==> src/design/wpp_pkg.sv <==
`timescale 1ns / 1ps

package wpp_pkg;

    localparam int MAX_SAMPLE_BYTES = 4;

    localparam logic [31:0] ID_RIFF = 32'h4646_4952;
    localparam logic [31:0] ID_WAVE = 32'h4556_4157;
    localparam logic [31:0] ID_FMT  = 32'h2074_6D66;
    localparam logic [31:0] ID_DATA = 32'h6174_6164;

    typedef enum logic [7:0] {
        ST_RIFF  = 8'b0000_0001,
        ST_CHUNK = 8'b0000_0010,
        ST_FMT   = 8'b0000_0100,
        ST_SKIP  = 8'b0000_1000,
        ST_DATA  = 8'b0001_0000,
        ST_DONE  = 8'b0010_0000,
        ST_DIV   = 8'b0100_0000,
        ST_ERR   = 8'b1000_0000
    } t_state;

    typedef enum logic [1:0] {
        KIND_FMT    = 2'd0,
        KIND_SAMPLE = 2'd1,
        KIND_ERR    = 2'd2,
        KIND_EOS    = 2'd3
    } t_kind;

    typedef enum logic [3:0] {
        ERR_NONE       = 4'd0,
        ERR_EARLY_END  = 4'd1,
        ERR_RIFF_ID    = 4'd2,
        ERR_WAVE_ID    = 4'd3,
        ERR_FMT_SHORT  = 4'd4,
        ERR_NOT_PCM    = 4'd5,
        ERR_NO_CHAN    = 4'd6,
        ERR_ALIGN_ZERO = 4'd7,
        ERR_BITS_LOW   = 4'd8,
        ERR_BITS_HIGH  = 4'd9,
        ERR_ALIGN_BAD  = 4'd10,
        ERR_TOO_WIDE   = 4'd11,
        ERR_NO_FMT     = 4'd12,
        ERR_DATA_SIZE  = 4'd13
    } t_err;

    typedef enum logic [1:0] {
        SEL_BYTE = 2'd0,
        SEL_FMT  = 2'd1,
        SEL_EOS  = 2'd2,
        SEL_ERR  = 2'd3
    } t_sel;

    typedef struct packed {
        t_kind              kind;
        t_err               error_code;
        logic signed [31:0] sample_value;
        logic [15:0]        channel_index;
        logic               frame_end;
        logic               data_end;
        logic [15:0]        channel_count;
        logic [31:0]        sample_rate;
        logic [6:0]         bits_per_sample;
        logic [31:0]        frame_total;
    } t_result;

    typedef struct packed {
        t_state state;
        logic   take;
        logic   clear;
        logic   div_start;
        logic   data_start;
        logic   load;
        t_sel   sel;
        t_err   code;
    } t_cmd;

    typedef struct packed {
        logic   has_res;
        logic   is_err;
        t_state nxt;
        logic   div_req;
        logic   div_done;
        logic   rem_zero;
        logic   quo_zero;
    } t_status;

    function automatic logic [31:0] put_le(logic [31:0] word, logic [1:0] pos,
                                           logic [7:0] b);
        logic [31:0] w;
        w = word;
        case (pos)
            2'd0: w[7:0]   = b;
            2'd1: w[15:8]  = b;
            2'd2: w[23:16] = b;
            2'd3: w[31:24] = b;
            default: w = word;
        endcase
        return w;
    endfunction

endpackage

==> src/design/wpp_if.sv <==
`timescale 1ns / 1ps

interface wpp_in_if;
    logic       valid;
    logic       ready;
    logic [7:0] byte_value;
    logic       stream_end;

    modport source(output valid, output byte_value, output stream_end, input ready);
    modport sink(input valid, input byte_value, input stream_end, output ready);
endinterface

interface wpp_out_if;
    logic               valid;
    logic               ready;
    logic [1:0]         kind;
    logic [3:0]         error_code;
    logic signed [31:0] sample_value;
    logic [15:0]        channel_index;
    logic               frame_end;
    logic               data_end;
    logic [15:0]        channel_count;
    logic [31:0]        sample_rate;
    logic [6:0]         bits_per_sample;
    logic [31:0]        frame_total;

    modport source(output valid, output kind, output error_code, output sample_value,
                   output channel_index, output frame_end, output data_end,
                   output channel_count, output sample_rate, output bits_per_sample,
                   output frame_total, input ready);
    modport sink(input valid, input kind, input error_code, input sample_value,
                 input channel_index, input frame_end, input data_end,
                 input channel_count, input sample_rate, input bits_per_sample,
                 input frame_total, output ready);
endinterface

==> src/design/wpp_div.sv <==
`timescale 1ns / 1ps

module wpp_div (
    input  logic        i_clk,
    input  logic        i_rst_n,
    input  logic        i_start,
    input  logic [31:0] i_dividend,
    input  logic [15:0] i_divisor,
    output logic        o_done,
    output logic [31:0] o_quotient,
    output logic [15:0] o_remainder
);
    logic        r_busy;
    logic        r_done;
    logic [4:0]  r_cnt;
    logic [31:0] r_quo;
    logic [15:0] r_rem;
    logic [15:0] r_dvs;
    logic [16:0] sh;
    logic [17:0] diff;
    logic        ge;

    assign sh   = {r_rem, r_quo[31]};
    assign diff = {1'b0, sh} - {2'b00, r_dvs};
    assign ge   = !diff[17];

    always_ff @(posedge i_clk) begin
        if (!i_rst_n) begin
            r_busy <= 1'b0;
            r_done <= 1'b0;
            r_cnt  <= '0;
        end else begin
            r_done <= 1'b0;
            if (i_start) begin
                r_busy <= 1'b1;
                r_cnt  <= '0;
            end else if (r_busy) begin
                r_cnt <= r_cnt + 5'd1;
                if (r_cnt == 5'd31) begin
                    r_busy <= 1'b0;
                    r_done <= 1'b1;
                end
            end
        end
    end

    always_ff @(posedge i_clk) begin
        if (i_start) begin
            r_quo <= i_dividend;
            r_rem <= '0;
            r_dvs <= i_divisor;
        end else if (r_busy) begin
            r_quo <= {r_quo[30:0], ge};
            r_rem <= ge ? diff[15:0] : sh[15:0];
        end
    end

    assign o_done      = r_done;
    assign o_quotient  = r_quo;
    assign o_remainder = r_rem;
endmodule

==> src/design/wpp_dp.sv <==
`timescale 1ns / 1ps

module wpp_dp (
    input  logic             i_clk,
    input  logic             i_rst_n,
    input  logic [7:0]       i_byte,
    input  wpp_pkg::t_cmd    i_cmd,
    output wpp_pkg::t_status o_status,
    output wpp_pkg::t_result o_result
);
    import wpp_pkg::*;

    logic [3:0]  r_idx,   n_idx;
    logic [31:0] r_shift, n_shift;
    logic [32:0] r_len,   n_len;
    logic [15:0] r_fcode, n_fcode;
    logic [15:0] r_nch,   n_nch;
    logic [31:0] r_rate,  n_rate;
    logic [15:0] r_align, n_align;
    logic [15:0] r_vbits, n_vbits;
    logic [2:0]  r_sbytes, n_sbytes;
    logic [31:0] r_accum, n_accum;
    logic [15:0] r_chan,  n_chan;
    logic [31:0] r_frames, n_frames;
    logic        r_fseen, n_fseen;
    t_result     r_out,   n_out;
    t_result     res;

    logic        has_res, is_err, div_req;
    t_state      nxt;
    logic [31:0] size;
    logic [32:0] padded;
    logic [7:0]  vb7;
    logic [3:0]  nb;
    logic [19:0] prod;
    logic [2:0]  snb;
    logic [31:0] v;
    logic        fe, de;

    logic        div_done;
    logic [31:0] quo;
    logic [15:0] rem;

    wpp_div u_div (
        .i_clk      (i_clk),
        .i_rst_n    (i_rst_n),
        .i_start    (i_cmd.div_start),
        .i_dividend (n_len[31:0]),
        .i_divisor  (r_align),
        .o_done     (div_done),
        .o_quotient (quo),
        .o_remainder(rem)
    );

    always_comb begin
        n_idx = r_idx; n_shift = r_shift; n_len = r_len; n_fcode = r_fcode;
        n_nch = r_nch; n_rate = r_rate; n_align = r_align; n_vbits = r_vbits;
        n_sbytes = r_sbytes; n_accum = r_accum; n_chan = r_chan;
        n_frames = r_frames; n_fseen = r_fseen;
        res = '0; has_res = 1'b0; is_err = 1'b0; div_req = 1'b0;
        nxt = i_cmd.state;
        size = '0; padded = '0; vb7 = '0; nb = '0; prod = '0; snb = '0;
        v = '0; fe = 1'b0; de = 1'b0;
        case (i_cmd.state)
            ST_RIFF: begin
                if (r_idx < 4'd4 || r_idx >= 4'd8)
                    n_shift = put_le(r_shift, r_idx[1:0], i_byte);
                n_idx = r_idx + 4'd1;
                if (r_idx == 4'd3 && n_shift != ID_RIFF) begin
                    is_err = 1'b1; res.error_code = ERR_RIFF_ID;
                end
                if (r_idx == 4'd11) begin
                    if (n_shift != ID_WAVE) begin
                        is_err = 1'b1; res.error_code = ERR_WAVE_ID;
                    end else begin
                        n_idx = '0;
                        nxt   = ST_CHUNK;
                    end
                end
            end
            ST_CHUNK: begin
                if (r_idx < 4'd4) n_shift = put_le(r_shift, r_idx[1:0], i_byte);
                else n_len = {1'b0, put_le(r_len[31:0], r_idx[1:0], i_byte)};
                n_idx = r_idx + 4'd1;
                if (r_idx == 4'd7) begin
                    n_idx  = '0;
                    size   = n_len[31:0];
                    padded = {1'b0, size} + {32'd0, size[0]};
                    if (n_shift == ID_FMT) begin
                        if (size < 32'd16) begin
                            is_err = 1'b1; res.error_code = ERR_FMT_SHORT;
                        end else begin
                            n_len = padded - 33'd16;
                            nxt   = ST_FMT;
                        end
                    end else if (n_shift == ID_DATA) begin
                        if (!r_fseen) begin
                            is_err = 1'b1; res.error_code = ERR_NO_FMT;
                        end else begin
                            div_req = 1'b1;
                        end
                    end else begin
                        n_len = padded;
                        nxt   = (padded != 33'd0) ? ST_SKIP : ST_CHUNK;
                    end
                end
            end
            ST_FMT: begin
                case (r_idx)
                    4'd0:  n_fcode[7:0]   = i_byte;
                    4'd1:  n_fcode[15:8]  = i_byte;
                    4'd2:  n_nch[7:0]     = i_byte;
                    4'd3:  n_nch[15:8]    = i_byte;
                    4'd4:  n_rate[7:0]    = i_byte;
                    4'd5:  n_rate[15:8]   = i_byte;
                    4'd6:  n_rate[23:16]  = i_byte;
                    4'd7:  n_rate[31:24]  = i_byte;
                    4'd12: n_align[7:0]   = i_byte;
                    4'd13: n_align[15:8]  = i_byte;
                    4'd14: n_vbits[7:0]   = i_byte;
                    4'd15: n_vbits[15:8]  = i_byte;
                    default: n_idx = n_idx;
                endcase
                n_idx = r_idx + 4'd1;
                if (r_idx == 4'd15) begin
                    n_idx = '0;
                    vb7   = {1'b0, n_vbits[6:0]} + 8'd7;
                    nb    = vb7[6:3];
                    prod  = {16'd0, nb} * {4'd0, n_nch};
                    if (n_fcode != 16'd1) begin
                        is_err = 1'b1; res.error_code = ERR_NOT_PCM;
                    end else if (n_nch == 16'd0) begin
                        is_err = 1'b1; res.error_code = ERR_NO_CHAN;
                    end else if (n_align == 16'd0) begin
                        is_err = 1'b1; res.error_code = ERR_ALIGN_ZERO;
                    end else if (n_vbits < 16'd2) begin
                        is_err = 1'b1; res.error_code = ERR_BITS_LOW;
                    end else if (n_vbits > 16'd64) begin
                        is_err = 1'b1; res.error_code = ERR_BITS_HIGH;
                    end else if (prod != {4'd0, n_align}) begin
                        is_err = 1'b1; res.error_code = ERR_ALIGN_BAD;
                    end else if (nb > 4'(MAX_SAMPLE_BYTES)) begin
                        is_err = 1'b1; res.error_code = ERR_TOO_WIDE;
                    end else begin
                        n_sbytes = nb[2:0];
                        n_fseen  = 1'b1;
                        nxt      = (r_len != 33'd0) ? ST_SKIP : ST_CHUNK;
                    end
                end
            end
            ST_SKIP: begin
                if (r_len != 33'd0) n_len = r_len - 33'd1;
                if (n_len == 33'd0) begin
                    nxt   = ST_CHUNK;
                    n_idx = '0;
                end
            end
            ST_DATA: begin
                snb     = (r_sbytes != 3'd0) ? r_sbytes : 3'd1;
                n_accum = put_le(r_accum, r_idx[1:0], i_byte);
                if (({1'b0, r_idx} + 5'd1) < {2'b00, snb}) begin
                    n_idx = r_idx + 4'd1;
                end else begin
                    n_idx = '0;
                    v     = n_accum;
                    if (i_byte[7] && snb == 3'd2) v[31:16] = '1;
                    if (i_byte[7] && snb == 3'd3) v[31:24] = '1;
                    n_accum = '0;
                    fe = ({1'b0, r_chan} + 17'd1) >= {1'b0, r_nch};
                    de = fe && (r_frames[31:1] == 31'd0);
                    has_res           = 1'b1;
                    res.kind          = KIND_SAMPLE;
                    res.sample_value  = v;
                    res.channel_index = r_chan;
                    res.frame_end     = fe;
                    res.data_end      = de;
                    if (fe) begin
                        n_chan = '0;
                        if (r_frames != 32'd0) n_frames = r_frames - 32'd1;
                    end else begin
                        n_chan = r_chan + 16'd1;
                    end
                    if (de) nxt = ST_DONE;
                end
            end
            default: nxt = i_cmd.state;
        endcase
        if (is_err) begin
            has_res  = 1'b1;
            res.kind = KIND_ERR;
        end
    end

    always_comb begin
        n_out = '0;
        case (i_cmd.sel)
            SEL_BYTE: n_out = res;
            SEL_FMT: begin
                n_out.kind            = KIND_FMT;
                n_out.channel_count   = r_nch;
                n_out.sample_rate     = r_rate;
                n_out.bits_per_sample = r_vbits[6:0];
                n_out.frame_total     = quo;
            end
            SEL_EOS: n_out.kind = KIND_EOS;
            SEL_ERR: begin
                n_out.kind       = KIND_ERR;
                n_out.error_code = i_cmd.code;
            end
            default: n_out = '0;
        endcase
    end

    always_ff @(posedge i_clk) begin
        if (!i_rst_n || i_cmd.clear) begin
            r_idx   <= '0;
            r_len   <= '0;
            r_fseen <= 1'b0;
        end else if (i_cmd.take) begin
            r_idx   <= n_idx;
            r_len   <= n_len;
            r_fseen <= n_fseen;
        end
    end

    always_ff @(posedge i_clk) begin
        if (i_cmd.take) begin
            r_shift  <= n_shift;
            r_fcode  <= n_fcode;
            r_nch    <= n_nch;
            r_rate   <= n_rate;
            r_align  <= n_align;
            r_vbits  <= n_vbits;
            r_sbytes <= n_sbytes;
            r_accum  <= n_accum;
            r_chan   <= n_chan;
            r_frames <= n_frames;
        end else if (i_cmd.data_start) begin
            r_frames <= quo;
            r_chan   <= '0;
            r_accum  <= '0;
        end
    end

    always_ff @(posedge i_clk) begin
        if (i_cmd.load) begin
            r_out <= n_out;
        end
    end

    assign o_status.has_res  = has_res;
    assign o_status.is_err   = is_err;
    assign o_status.nxt      = nxt;
    assign o_status.div_req  = div_req;
    assign o_status.div_done = div_done;
    assign o_status.rem_zero = (rem == 16'd0);
    assign o_status.quo_zero = (quo == 32'd0);
    assign o_result = r_out;
endmodule

==> src/design/wpp_ctrl.sv <==
`timescale 1ns / 1ps

module wpp_ctrl (
    input  logic             i_clk,
    input  logic             i_rst_n,
    input  logic             i_in_valid,
    input  logic             i_in_last,
    input  logic             i_out_ready,
    input  wpp_pkg::t_status i_status,
    output logic             o_in_ready,
    output logic             o_out_valid,
    output wpp_pkg::t_cmd    o_cmd
);
    import wpp_pkg::*;

    t_state r_state, n_state;
    logic   r_out_valid, n_out_valid;
    logic   r_last, n_last;
    logic   in_ready, accept;
    t_cmd   cmd;

    always_comb begin
        n_state     = r_state;
        n_out_valid = r_out_valid;
        n_last      = r_last;
        cmd         = '0;
        cmd.state   = r_state;
        cmd.sel     = SEL_BYTE;
        cmd.code    = ERR_NONE;
        in_ready    = (r_state != ST_DIV) && (!r_out_valid || i_out_ready);
        accept      = i_in_valid && in_ready;
        if (r_out_valid && i_out_ready) n_out_valid = 1'b0;

        if (r_state == ST_DIV) begin
            if (i_status.div_done) begin
                cmd.load = 1'b1;
                if (!i_status.rem_zero) begin
                    cmd.sel  = SEL_ERR;
                    cmd.code = ERR_DATA_SIZE;
                    if (r_last) begin
                        cmd.clear = 1'b1;
                        n_state   = ST_RIFF;
                    end else begin
                        n_state = ST_ERR;
                    end
                end else if (r_last) begin
                    cmd.clear = 1'b1;
                    n_state   = ST_RIFF;
                    if (i_status.quo_zero) begin
                        cmd.sel = SEL_FMT;
                    end else begin
                        cmd.sel  = SEL_ERR;
                        cmd.code = ERR_EARLY_END;
                    end
                end else begin
                    cmd.sel        = SEL_FMT;
                    cmd.data_start = 1'b1;
                    n_state        = i_status.quo_zero ? ST_DONE : ST_DATA;
                end
            end
        end else if (accept) begin
            if (r_state == ST_ERR) begin
                if (i_in_last) begin
                    cmd.clear = 1'b1;
                    n_state   = ST_RIFF;
                end
            end else begin
                cmd.take = 1'b1;
                if (i_status.has_res && i_status.is_err) begin
                    cmd.load = 1'b1;
                    if (i_in_last) begin
                        cmd.clear = 1'b1;
                        n_state   = ST_RIFF;
                    end else begin
                        n_state = ST_ERR;
                    end
                end else if (i_status.div_req) begin
                    cmd.div_start = 1'b1;
                    n_last        = i_in_last;
                    n_state       = ST_DIV;
                end else if (i_in_last) begin
                    cmd.clear = 1'b1;
                    cmd.load  = 1'b1;
                    n_state   = ST_RIFF;
                    if (i_status.nxt != ST_DONE) begin
                        cmd.sel  = SEL_ERR;
                        cmd.code = ERR_EARLY_END;
                    end else if (!i_status.has_res) begin
                        cmd.sel = SEL_EOS;
                    end
                end else begin
                    cmd.load = i_status.has_res;
                    n_state  = i_status.nxt;
                end
            end
        end
        if (cmd.load) n_out_valid = 1'b1;
    end

    always_ff @(posedge i_clk) begin
        if (!i_rst_n) begin
            r_state     <= ST_RIFF;
            r_out_valid <= 1'b0;
            r_last      <= 1'b0;
        end else begin
            r_state     <= n_state;
            r_out_valid <= n_out_valid;
            r_last      <= n_last;
        end
    end

    assign o_in_ready  = in_ready;
    assign o_out_valid = r_out_valid;
    assign o_cmd       = cmd;

    // a new result never overwrites one that is still waiting
    assert property (@(posedge i_clk) disable iff (!i_rst_n)
        cmd.load |-> (!r_out_valid || i_out_ready))
        else $error("result overwritten");

    // while dividing the result slot is empty
    assert property (@(posedge i_clk) disable iff (!i_rst_n)
        (r_state == ST_DIV) |-> !r_out_valid)
        else $error("result pending during divide");

    // a division start always leads into the divide wait
    assert property (@(posedge i_clk) disable iff (!i_rst_n)
        cmd.div_start |=> (r_state == ST_DIV))
        else $error("divide not entered");

    // a beat is never taken while dividing
    assert property (@(posedge i_clk) disable iff (!i_rst_n)
        (r_state == ST_DIV) |-> !cmd.take)
        else $error("beat taken during divide");
endmodule

==> src/design/wav_pcm_stream_parser_top.sv <==
`timescale 1ns / 1ps

// channel   dir  beat
// i_in      in   byte_value, stream_end
// o_out     out  kind, error_code, sample_value, channel_index, frame_end,
//                data_end, channel_count, sample_rate, bits_per_sample, frame_total
//
// one byte per cycle, with a registered result slot that is refilled as it drains
// a data chunk header waits on the 32-step serial divider for frame_total
// synchronous active-low reset returns the parser to the riff header phase
// input is held off while a result waits unread or the divider runs

module wav_pcm_stream_parser_top (
    input  logic      i_clk,
    input  logic      i_rst_n,
    wpp_in_if.sink    i_in,
    wpp_out_if.source o_out
);
    import wpp_pkg::*;

    t_cmd    cmd;
    t_status status;
    t_result result;
    logic    in_ready;
    logic    out_valid;

    wpp_ctrl u_ctrl (
        .i_clk      (i_clk),
        .i_rst_n    (i_rst_n),
        .i_in_valid (i_in.valid),
        .i_in_last  (i_in.stream_end),
        .i_out_ready(o_out.ready),
        .i_status   (status),
        .o_in_ready (in_ready),
        .o_out_valid(out_valid),
        .o_cmd      (cmd)
    );

    wpp_dp u_dp (
        .i_clk   (i_clk),
        .i_rst_n (i_rst_n),
        .i_byte  (i_in.byte_value),
        .i_cmd   (cmd),
        .o_status(status),
        .o_result(result)
    );

    assign i_in.ready            = in_ready;
    assign o_out.valid           = out_valid;
    assign o_out.kind            = result.kind;
    assign o_out.error_code      = result.error_code;
    assign o_out.sample_value    = result.sample_value;
    assign o_out.channel_index   = result.channel_index;
    assign o_out.frame_end       = result.frame_end;
    assign o_out.data_end        = result.data_end;
    assign o_out.channel_count   = result.channel_count;
    assign o_out.sample_rate     = result.sample_rate;
    assign o_out.bits_per_sample = result.bits_per_sample;
    assign o_out.frame_total     = result.frame_total;
endmodule

==> src/flat_wrapper.sv <==
// flat-port wrapper written by rule: the top's interface ports become plain ports
module wav_pcm_stream_parser_top_flat import wpp_pkg::*;
  (i_clk, i_rst_n, i_in_valid, i_in_byte_value, i_in_stream_end, i_in_ready, o_out_valid, o_out_kind, o_out_error_code, o_out_sample_value, o_out_channel_index, o_out_frame_end, o_out_data_end, o_out_channel_count, o_out_sample_rate, o_out_bits_per_sample, o_out_frame_total, o_out_ready);
  wpp_in_if i_in_i ();
  wpp_out_if o_out_i ();
  input  logic i_clk;
  input  logic i_rst_n;
  input wire logic [$bits(i_in_i.valid)-1:0] i_in_valid;
  input wire logic [$bits(i_in_i.byte_value)-1:0] i_in_byte_value;
  input wire logic [$bits(i_in_i.stream_end)-1:0] i_in_stream_end;
  output wire logic [$bits(i_in_i.ready)-1:0] i_in_ready;
  output wire logic [$bits(o_out_i.valid)-1:0] o_out_valid;
  output wire logic [$bits(o_out_i.kind)-1:0] o_out_kind;
  output wire logic [$bits(o_out_i.error_code)-1:0] o_out_error_code;
  output wire logic [$bits(o_out_i.sample_value)-1:0] o_out_sample_value;
  output wire logic [$bits(o_out_i.channel_index)-1:0] o_out_channel_index;
  output wire logic [$bits(o_out_i.frame_end)-1:0] o_out_frame_end;
  output wire logic [$bits(o_out_i.data_end)-1:0] o_out_data_end;
  output wire logic [$bits(o_out_i.channel_count)-1:0] o_out_channel_count;
  output wire logic [$bits(o_out_i.sample_rate)-1:0] o_out_sample_rate;
  output wire logic [$bits(o_out_i.bits_per_sample)-1:0] o_out_bits_per_sample;
  output wire logic [$bits(o_out_i.frame_total)-1:0] o_out_frame_total;
  input wire logic [$bits(o_out_i.ready)-1:0] o_out_ready;
  assign i_in_i.valid = i_in_valid;
  assign i_in_i.byte_value = i_in_byte_value;
  assign i_in_i.stream_end = i_in_stream_end;
  assign i_in_ready = i_in_i.ready;
  assign o_out_valid = o_out_i.valid;
  assign o_out_kind = o_out_i.kind;
  assign o_out_error_code = o_out_i.error_code;
  assign o_out_sample_value = o_out_i.sample_value;
  assign o_out_channel_index = o_out_i.channel_index;
  assign o_out_frame_end = o_out_i.frame_end;
  assign o_out_data_end = o_out_i.data_end;
  assign o_out_channel_count = o_out_i.channel_count;
  assign o_out_sample_rate = o_out_i.sample_rate;
  assign o_out_bits_per_sample = o_out_i.bits_per_sample;
  assign o_out_frame_total = o_out_i.frame_total;
  assign o_out_i.ready = o_out_ready;
  wav_pcm_stream_parser_top u_core (.i_clk(i_clk), .i_rst_n(i_rst_n), .i_in(i_in_i), .o_out(o_out_i));
endmodule
==> config.mk <==
export PLATFORM = sky130hd
export DESIGN_NAME = wav_pcm_stream_parser_top_flat
export DESIGN_NICKNAME = d
export VERILOG_FILES = /design/src/design/wpp_pkg.sv /design/src/design/wpp_if.sv /design/src/design/wpp_div.sv /design/src/design/wpp_dp.sv /design/src/design/wpp_ctrl.sv /design/src/design/wav_pcm_stream_parser_top.sv /design/src/flat_wrapper.sv
export SDC_FILE = /design/constraint.sdc
export NUM_CORES = 1
export LEC_CHECK = 0
export BUFFER_PORTS_ARGS = -buffer_cell sky130_fd_sc_hd__buf_2
export CAP_MARGIN = 20
export CORE_ASPECT_RATIO = 1.5
export CORE_MARGIN = 5
export CORE_UTILIZATION = 57
export DETAILED_ROUTE_END_ITERATION = 10
export HOLD_SLACK_MARGIN = 0.06
export PLACE_DENSITY = 0.78
export SLEW_MARGIN = 10
export SYNTH_ARGS = -nofsm -noshare
export SYNTH_HDL_FRONTEND = slang
export SYNTH_HIERARCHICAL = 1
export SYNTH_SLANG_ARGS = --single-unit
==> constraint.sdc <==
create_clock -name i_clk -period 13.05 [get_ports i_clk]
set_clock_uncertainty 0.15 [all_clocks]
set_input_delay 3.915 -clock i_clk [delete_from_list [all_inputs] [get_ports i_clk]]
set_output_delay 3.915 -clock i_clk [all_outputs]
set_load 0.02 [all_outputs]
==> reports/results.txt, run 1 <==
Summed over all instances, the cell type with the most area after synthesis is edfxtp_1. The tools report the final hold violation count as 0. TritonCTS built the clock tree. Post-route fraction of the period consumed by the critical path: 91.5%.

The iteration-0 DRC count of the detailed router was 2,491. Synthesis-to-layout area growth: 9.87%. By area the synthesized netlist is led by edfxtp_1, dfxtp_1, mux2_2. Counting along the longest clock path gives a buffer depth of 3. Setup repair after global routing left no endpoint under its margin. The tools report the end-of-flow core utilization as 63.2%. The flow ran to the end, and the final reports show no timing, DRC or antenna violations.

Of the cells placed in the final design, the portion with a size suffix greater than 1 is 15.1%. The worst setup path is launched from an input port. The later pin in the worst-skew pair is clocked with a latency of 600 ps. Input and output buffers added on the ports amount to 157.

Counting every net in the synthesized netlist gives 3,071. 158 I/O pins were placed. The die covers 0.0568 mm^2.

Data arrives at the worst endpoint at 12,240 ps. The min-delay analysis places its worst path in the category flop to flop. After detailed routing, the number of remaining DRC violations is 0. In this run the number of H-tree levels came out at 2. The most frequently used flop master after synthesis was edfxtp_1. The number of nets still failing antenna checks after routing was 0; the average via count per standard cell was 6.51. Derived from the worst setup path, the maximum achievable clock frequency is 83.8 MHz. Summing over every cut layer, the via total after detailed routing is 24,400. The number of clock buffers inserted by TritonCTS was 46; the portion of the post-synthesis area used by sequential elements was 45.5%. The tools report the Yosys warning count as 6. The most repeated library cell on the critical path was nand2_1.

For the number of detailed-routing iterations run before antenna repair, the log shows 6. Across the run, the number of max-cap violations was 0. The cell at the slowest stage of the critical path was nor2_1. Dividing the detail-routed wire length by the instance count gives 23.8 um.

The worst path meets setup with 1120 ps of slack. The run gives 102 as the number of rows created at floorplan. In this run the tightest slew margin relative to its limit is 22.0%. The tools report the detailed placer's ending HPWL as 64,700 um. The worst setup path is captured at a flop. Setup violations remaining at the end of the flow were counted as 0. After clock tree synthesis, the clock-pin slew on the worst setup and hold paths is 60 ps. After synthesis, the share of flip-flops with an asynchronous set or reset is 0%. Hold timing on the final database bottoms out at a slack of 321 ps.

The tree is rooted in a clkbuf_16. The maximum number of pins on one net before global-route repair was 112; the areal power density over the cells was 108 mW/mm^2. First-pass GRT wire length: 137,000 um. For the final max-slew violation count, the log shows 0. The routed wire length is 89,200 um. For this run, the total global-route usage over all layers was measured as 30.3%. In this run the standard cell core region covers 0.0516 mm^2. For the worst setup path, the data required time is 13,360 ps. The number of different library cells used by synthesis comes to 116. The run gives 117 uV as the maximum vdd ir drop.

Synthesis handed over a netlist of 2,956 instances. The number of setup buffers added after CTS was 0. The height of the chip is 289 um. Synthesized area: 0.0297 mm^2. The initial utilization of the core area, before any placement, comes to 57.5%. Prior to clock tree synthesis, the placed netlist has a worst setup slack of 671 ps. The floorplan step set the die width to 196 um.

The number of flops mapped to enable cells by yosys was 402; the clock sink count was 473. The top cell type by area accounts for 40.7% of the synthesized area. The largest stage delay on the critical path works out to 870 ps. Among all cell types in the netlist, the one instantiated most often is edfxtp_1. The run gives 12.6 nW as the leakage power. The via count of the first global-routing pass was 24,400; the mean area per synthesized cell was 10.0 um^2. For the placer congestion estimate, the log shows 1.08. The layout net count came out at 3,155. Sorting the synthesized cells by how often they occur yields edfxtp_1, nor2_1, nand2_1. Fill cells in the final layout number 4,142.

After routing, the total negative slack on setup checks comes to 0 ps. The actual transition at the worst max-transition pin is 1160 ps, and the number of antenna violations at the first check in global routing is 1. Total of flip-flops plus latches after synthesis: 473.

The remaining global-route overflow is 0, and the count of hold buffers inserted by post-cts repair is 0. In this run the worst path has a maximum fanout of 16. For the finished layout, the period the worst path requires is 11,930 ps.

Post-CTS repair changed the size of 0 cells. The worst setup path is of the input port to flop kind.
[flip-flops by register name (all words and copies together), names as in the netlist, 32 cells and up]
signal,flops
u_core/u_dp/r_shift,32
u_core/u_dp/r_frames,32
u_core/u_dp/u_div/o_quotient,32
u_core/u_dp/o_result,143
u_core/u_dp/r_accum,32
u_core/u_dp/r_rate,32
u_core/u_dp/r_len,33
[kinds of logic after synthesis]
group / synth area share (%)
and+or+nand+nor: 19.5
AOI/OAI and AO/OA: 13.5
DFF: 45.5
buffers and inverters: 4.29
muxes: 7.77
xor gates and xnor gates: 4.34
adders and majority gates: 5.04
other: 0.0126
[cells in the final DEF, fill, tap and decap left out, drive strengths merged, types with 73 or more instances in the layout]
master,Yosys,final
edfxtp,402,402
nor2,283,283
nand2,216,216
buf,45,213
a21oi,150,150
o21ai,142,142
inv,135,140
and2,132,132
mux2i,112,112
mux2,105,105
xnor2,96,96
nand3,84,84
ha,73,73
[final timing paths]
path                               start  cells after the start  slack [ps]                          to
setup reg to reg    u_core/u_dp/r_idx[0]                     33        2600    u_core/u_dp/o_result[93]
hold / removal    u_core/u_dp/r_align[7]                      0         320  u_core/u_dp/u_div/r_dvs[7]
hold reg to reg   u_core/u_dp/r_align[7]                      0         320  u_core/u_dp/u_div/r_dvs[7]
setup / recovery      i_in_byte_value[1]                     34        1120    u_core/u_dp/o_result[93]
[layer usage]
metal	routed length [um]	GRT usage, %
met1	32100	34.1
met2	44400	53.9
met3	6150	4.47
met4	6580	19.0
met5	0	0
[stage by stage]
| step | cell area (um^2) | cells | power [W] |
|---|---|---|---|
| floorplan | 29700 | 2956 | 0.00207 |
| global placement | 31000 | 3665 | 0.00221 |
| detailed placement | 31100 | 3666 | 0.00222 |
| CTS | 32600 | 3750 | 0.00354 |
| global route | 32600 | 3753 | 0.00365 |
| finish | 32600 | 3753 | 0.00353 |
[critical path: cells and delay by family]
family                   cells  cell delay, ps
adder cells (fa/ha/maj)      4            1770
AO/OA/AOI/OAI                6            1420
buffers and inverters        5             930
multiplexers                 1             290
XOR/XNOR                     2             360
AND/OR/NAND/NOR             16            3540
[layout make-up]
| cell class | count | area, um^2 | share of cell area, % |
|---|---|---|---|
| Multi-Input combinational cell | 2171 | 15000 | 45.9 |
| Antenna cell | 1 | 2.50 | 0.00768 |
| Sequential cell | 473 | 13500 | 41.4 |
| Clock buffer | 55 | 1200 | 3.70 |
| Timing Repair Buffer | 213 | 1260 | 3.88 |
| Clock inverter | 29 | 304 | 0.933 |
| Tap cell | 676 | 846 | 2.60 |
| Inverter | 135 | 507 | 1.55 |
[power by group]
group / internal (W) / switching, W
clock network: 0.000732 / 0.000597
logic: 0.000152 / 0.000317
registers: 0.00170 / 0.0000385
No activity file was read; power rests on OpenSTA's default activity.
==> run 2: changes to the inputs <==
ABC_AREA = 1   (was unset)
GPL_TIMING_DRIVEN = 0   (was unset)
==> reports/results.txt, run 2 <==
The run finished, with violations left. The final reports fail on DRC. For the via count of the routed design, the log shows 28,800 (+18%). The setup path with the least slack is of type input port to flop. For the final instance area, the log shows 0.0342 mm^2 (+4.9%). Final hold violation count: 0 (unchanged). The tools report the maximum clock frequency as 80.5 MHz (-4.0%).

The worst slew slack as a fraction of its limit was 24.6% (+2.6 points); the Yosys warning count was 6 (unchanged). For the remaining global-route overflow, the log shows 0 (unchanged). The run gives 104 (+2.0%) as the number of rows created at floorplan. The highest net fanout along the worst path is 10 (-6).

The run gives 0 (unchanged) as the final-report setup violation count. The area of the placeable core was 0.0536 mm^2 (+4.0%); the clock transition at the registers of the reported paths was 60 ps (about the same). Actual transition at the worst max-transition pin: 1130 ps (-33.5 ps).

Setup repair after global routing left no endpoint under its margin. The areal power density over the cells is 111 mW/mm^2 (+2.7%), and the post-detailed-route DRC marker count is 1 (+1). The buffers plus inverters on the worst setup path came out at 12 (+7).

The proportion of layout cells with a drive suffix above 1 was 10.2% (-4.8 points); the total of flip-flops plus latches after synthesis was 473 (unchanged). The library cell with the largest summed area after synthesis is edfxtp_1. The pre-CTS setup slack was -315 ps (-987 ps); the height of the chip was 295 um (+1.8%). Initial core utilization: 57.4% (-0.12 points). The layout net count was 4,305 (+36%).

The most frequently used flop master after synthesis was edfxtp_1. Type of origin of the critical path: an input port. For the boundary pin count, the log shows 158 (unchanged).

The run gives 3,978 (+35%) as the count of mapped cells out of synthesis. The most repeated library cell on the critical path was nand2_1. The mean area per synthesized cell is 7.74 um^2 (-23%), and the parity-gate share of the synthesized area counting xor and xnor cells is 2.80% (-1.5 points). By instance count, the leading cell after synthesis is nand2_1. The area after detailed placement was 0.0326 mm^2 (+5.1%). The type of the most critical hold path was flop to flop.

Unique cell type count in the Yosys netlist: 75 (-35%). The number of flip-flops in the largest register is 143 (unchanged), and the portion of the post-synthesis area used by sequential elements is 43.8% (-1.6 points). The horizontal die dimension is 200 um (+1.8%). The run gives 0 (unchanged) as the number of max-capacitance violations reported. For this design, the slowest cell found on the critical path is fa_1. The detailed placer's ending HPWL is 91,400 um (+41%), and the fraction of synthesized area in multiplexers is 0.163% (-7.6 points). The tools report the clock sink count as 473 (unchanged). The area enclosed by the die boundary is 0.0588 mm^2 (+3.6%), and the maximum root-to-sink buffer count is 3 (unchanged).

The synthesized area is 0.0308 mm^2 (+3.8%). The post-route fraction of the period consumed by the critical path came out at 95.2% (+3.8 points). The tools report the required time of the worst setup path as 13,200 ps (-160 ps). Leaving out fill and tap cells, the most frequent cell in the layout is nand2_1. The post-synthesis net count was 4,093 (+33%).

The largest stage delay on the critical path was 560 ps (-310 ps); the simple-gate share of the synthesized area was 28.0% (+8.4 points). The number of flops mapped to enable cells by yosys was 402 (unchanged). The root buffer cell chosen for the clock tree is clkbuf_16.

The number of clock buffers inserted by TritonCTS is 46 (unchanged). The fraction of synthesis flops using an asynchronous set or reset pin was 0% (unchanged); the H-tree depth was 2 (unchanged). The adder and majority gate portion of the synthesized area came out at 4.85% (-0.18 points). Worst path setup slack after routing: 624 ps (-491 ps).

The tools report the fill cell total of the finished layout as 4,891 (+18%). The maximum number of pins on one net before global-route repair came out at 103 (-8.0%). The clock latency reported for the late side of the worst-skew pair came out at 610 ps (about the same). After synthesis, the largest family of logic cells by area is simple AND/OR/NAND/NOR gates.

The category of cells accounting for the largest share of critical-path delay was simple AND/OR/NAND/NOR gates. The synthesis-to-layout area growth came out at 11.1%. Counting instances in the post-synthesis netlist gives the leading cell types as nand2_1, inv_1, nor2_1. The share of the synthesized area in compound gates (AO/OA/AOI/OAI) was 10.4% (-3.1 points). The number of detailed-routing iterations run before antenna repair is 11 (+5). The leakage power was 15.7 nW (+25%). The routed wire length is 114,000 um (+28%). The routed wire length per instance works out to 23.2 um (-2.3%). TritonCTS built the clock tree. The maximum vdd ir drop is 183 uV (+56%), and the average via count per standard cell is 5.86 (-10%). The share of the synthesized area in the top cell type was 39.2% (-1.5 points). The worst endpoint data arrival time was 12,570 ps (+330 ps); the final antenna diode count was 0 (-1). The number of buffers inserted by port buffering works out to 157 (unchanged). The minimum period implied by the final worst setup slack works out to 12,430 ps (+491 ps). In the post-synthesis netlist, the biggest area contributors are edfxtp_1, nand2_1, inv_1.

The tools report the placer congestion estimate as 1.04 (-3.3%). The logs give 28,000 (+15%) for the via count of the first global-routing pass and 305 ps (-15.5 ps) for the worst-case hold slack. STA classifies the critical path endpoint as a flop. The tools report the global-route total usage across every layer as 37.9% (+7.5 points). In the layout the commonest cells are nand2_1, inv_1, nor2_1. The number of antenna violations at the first check in global routing came out at 2 (+1). The number of setup buffers added after CTS was 0 (unchanged).

The final max-slew violation count is 0 (unchanged), and the first-pass GRT wire length is 167,000 um (+22%). The iteration-0 DRC count of the detailed router was 2,471 (-0.80%); the number of nets still failing antenna checks after routing was 0 (unchanged).
-- run 2: kinds of logic after synthesis --
kind of cell,count (synthesis)
AOI/OAI and AO/OA,561
xor gates and xnor gates,96
adders and majority gates,102
buffers and inverters,757
DFF,473
muxes,5
other,1
and+or+nand+nor,1983
-- run 2: metal layers --
layer | vias to the layer above | GRT usage, % | share of wire [%]
li1 | 13500 | - | -
met1 | 13500 | 41.4 | 35
met2 | 1404 | 65.9 | 49
met3 | 445 | 5.08 | 6.9
met4 | 0 | 28.5 | 9.6
met5 | - | 0 | 0
-- run 2: area by class of cell --
class	count	area, um^2	share of cell area, %
Inverter	638	2400	7.03
Clock inverter	30	324	0.948
Clock buffer	52	1190	3.50
Multi-Input combinational cell	2748	14300	41.8
Timing Repair Buffer	165	955	2.79
Buffer	118	664	1.94
Tap cell	689	862	2.52
Sequential cell	473	13500	39.5
-- run 2: where the power goes --
group	total [W]	switching, W	internal (W)
logic	0.000714	0.000526	0.000188
clock network	0.00139	0.000620	0.000765
registers	0.00171	0.0000240	0.00168
total	0.00381	0.00117	0.00263
-- run 2: final timing paths --
path,cells past startpoint,slack [ps],to,from
worst min register to register,1,310,u_core/u_dp/u_div/r_cnt[3],u_core/u_dp/u_div/r_cnt[3]
worst max register to register,43,3290,u_core/u_dp/o_result[96],u_core/u_dp/r_idx[0]
worst max-delay path,42,620,u_core/u_dp/o_result[96],i_in_byte_value[0]
worst min-delay path,1,310,u_core/u_dp/u_div/r_cnt[3],u_core/u_dp/u_div/r_cnt[3]
-- run 2: stage by stage --
step	util (%)	setup TNS, ps	total power, W	instances
3_3_place_gp	60.5	-57520	0.00242	4824
6_report	63.8	0	0.00381	4913
2_1_floorplan	-	0	0.00219	3978
5_1_grt	63.8	0	0.00393	4913
4_1_cts	63.7	0	0.00380	4914
3_5_place_dp	60.9	-15390	0.00243	4832
-- run 2: timing repair --
item,in CTS,in global routing
resized for setup,0,16
hold buffers,0,0
endpoints found under the setup margin,0,161
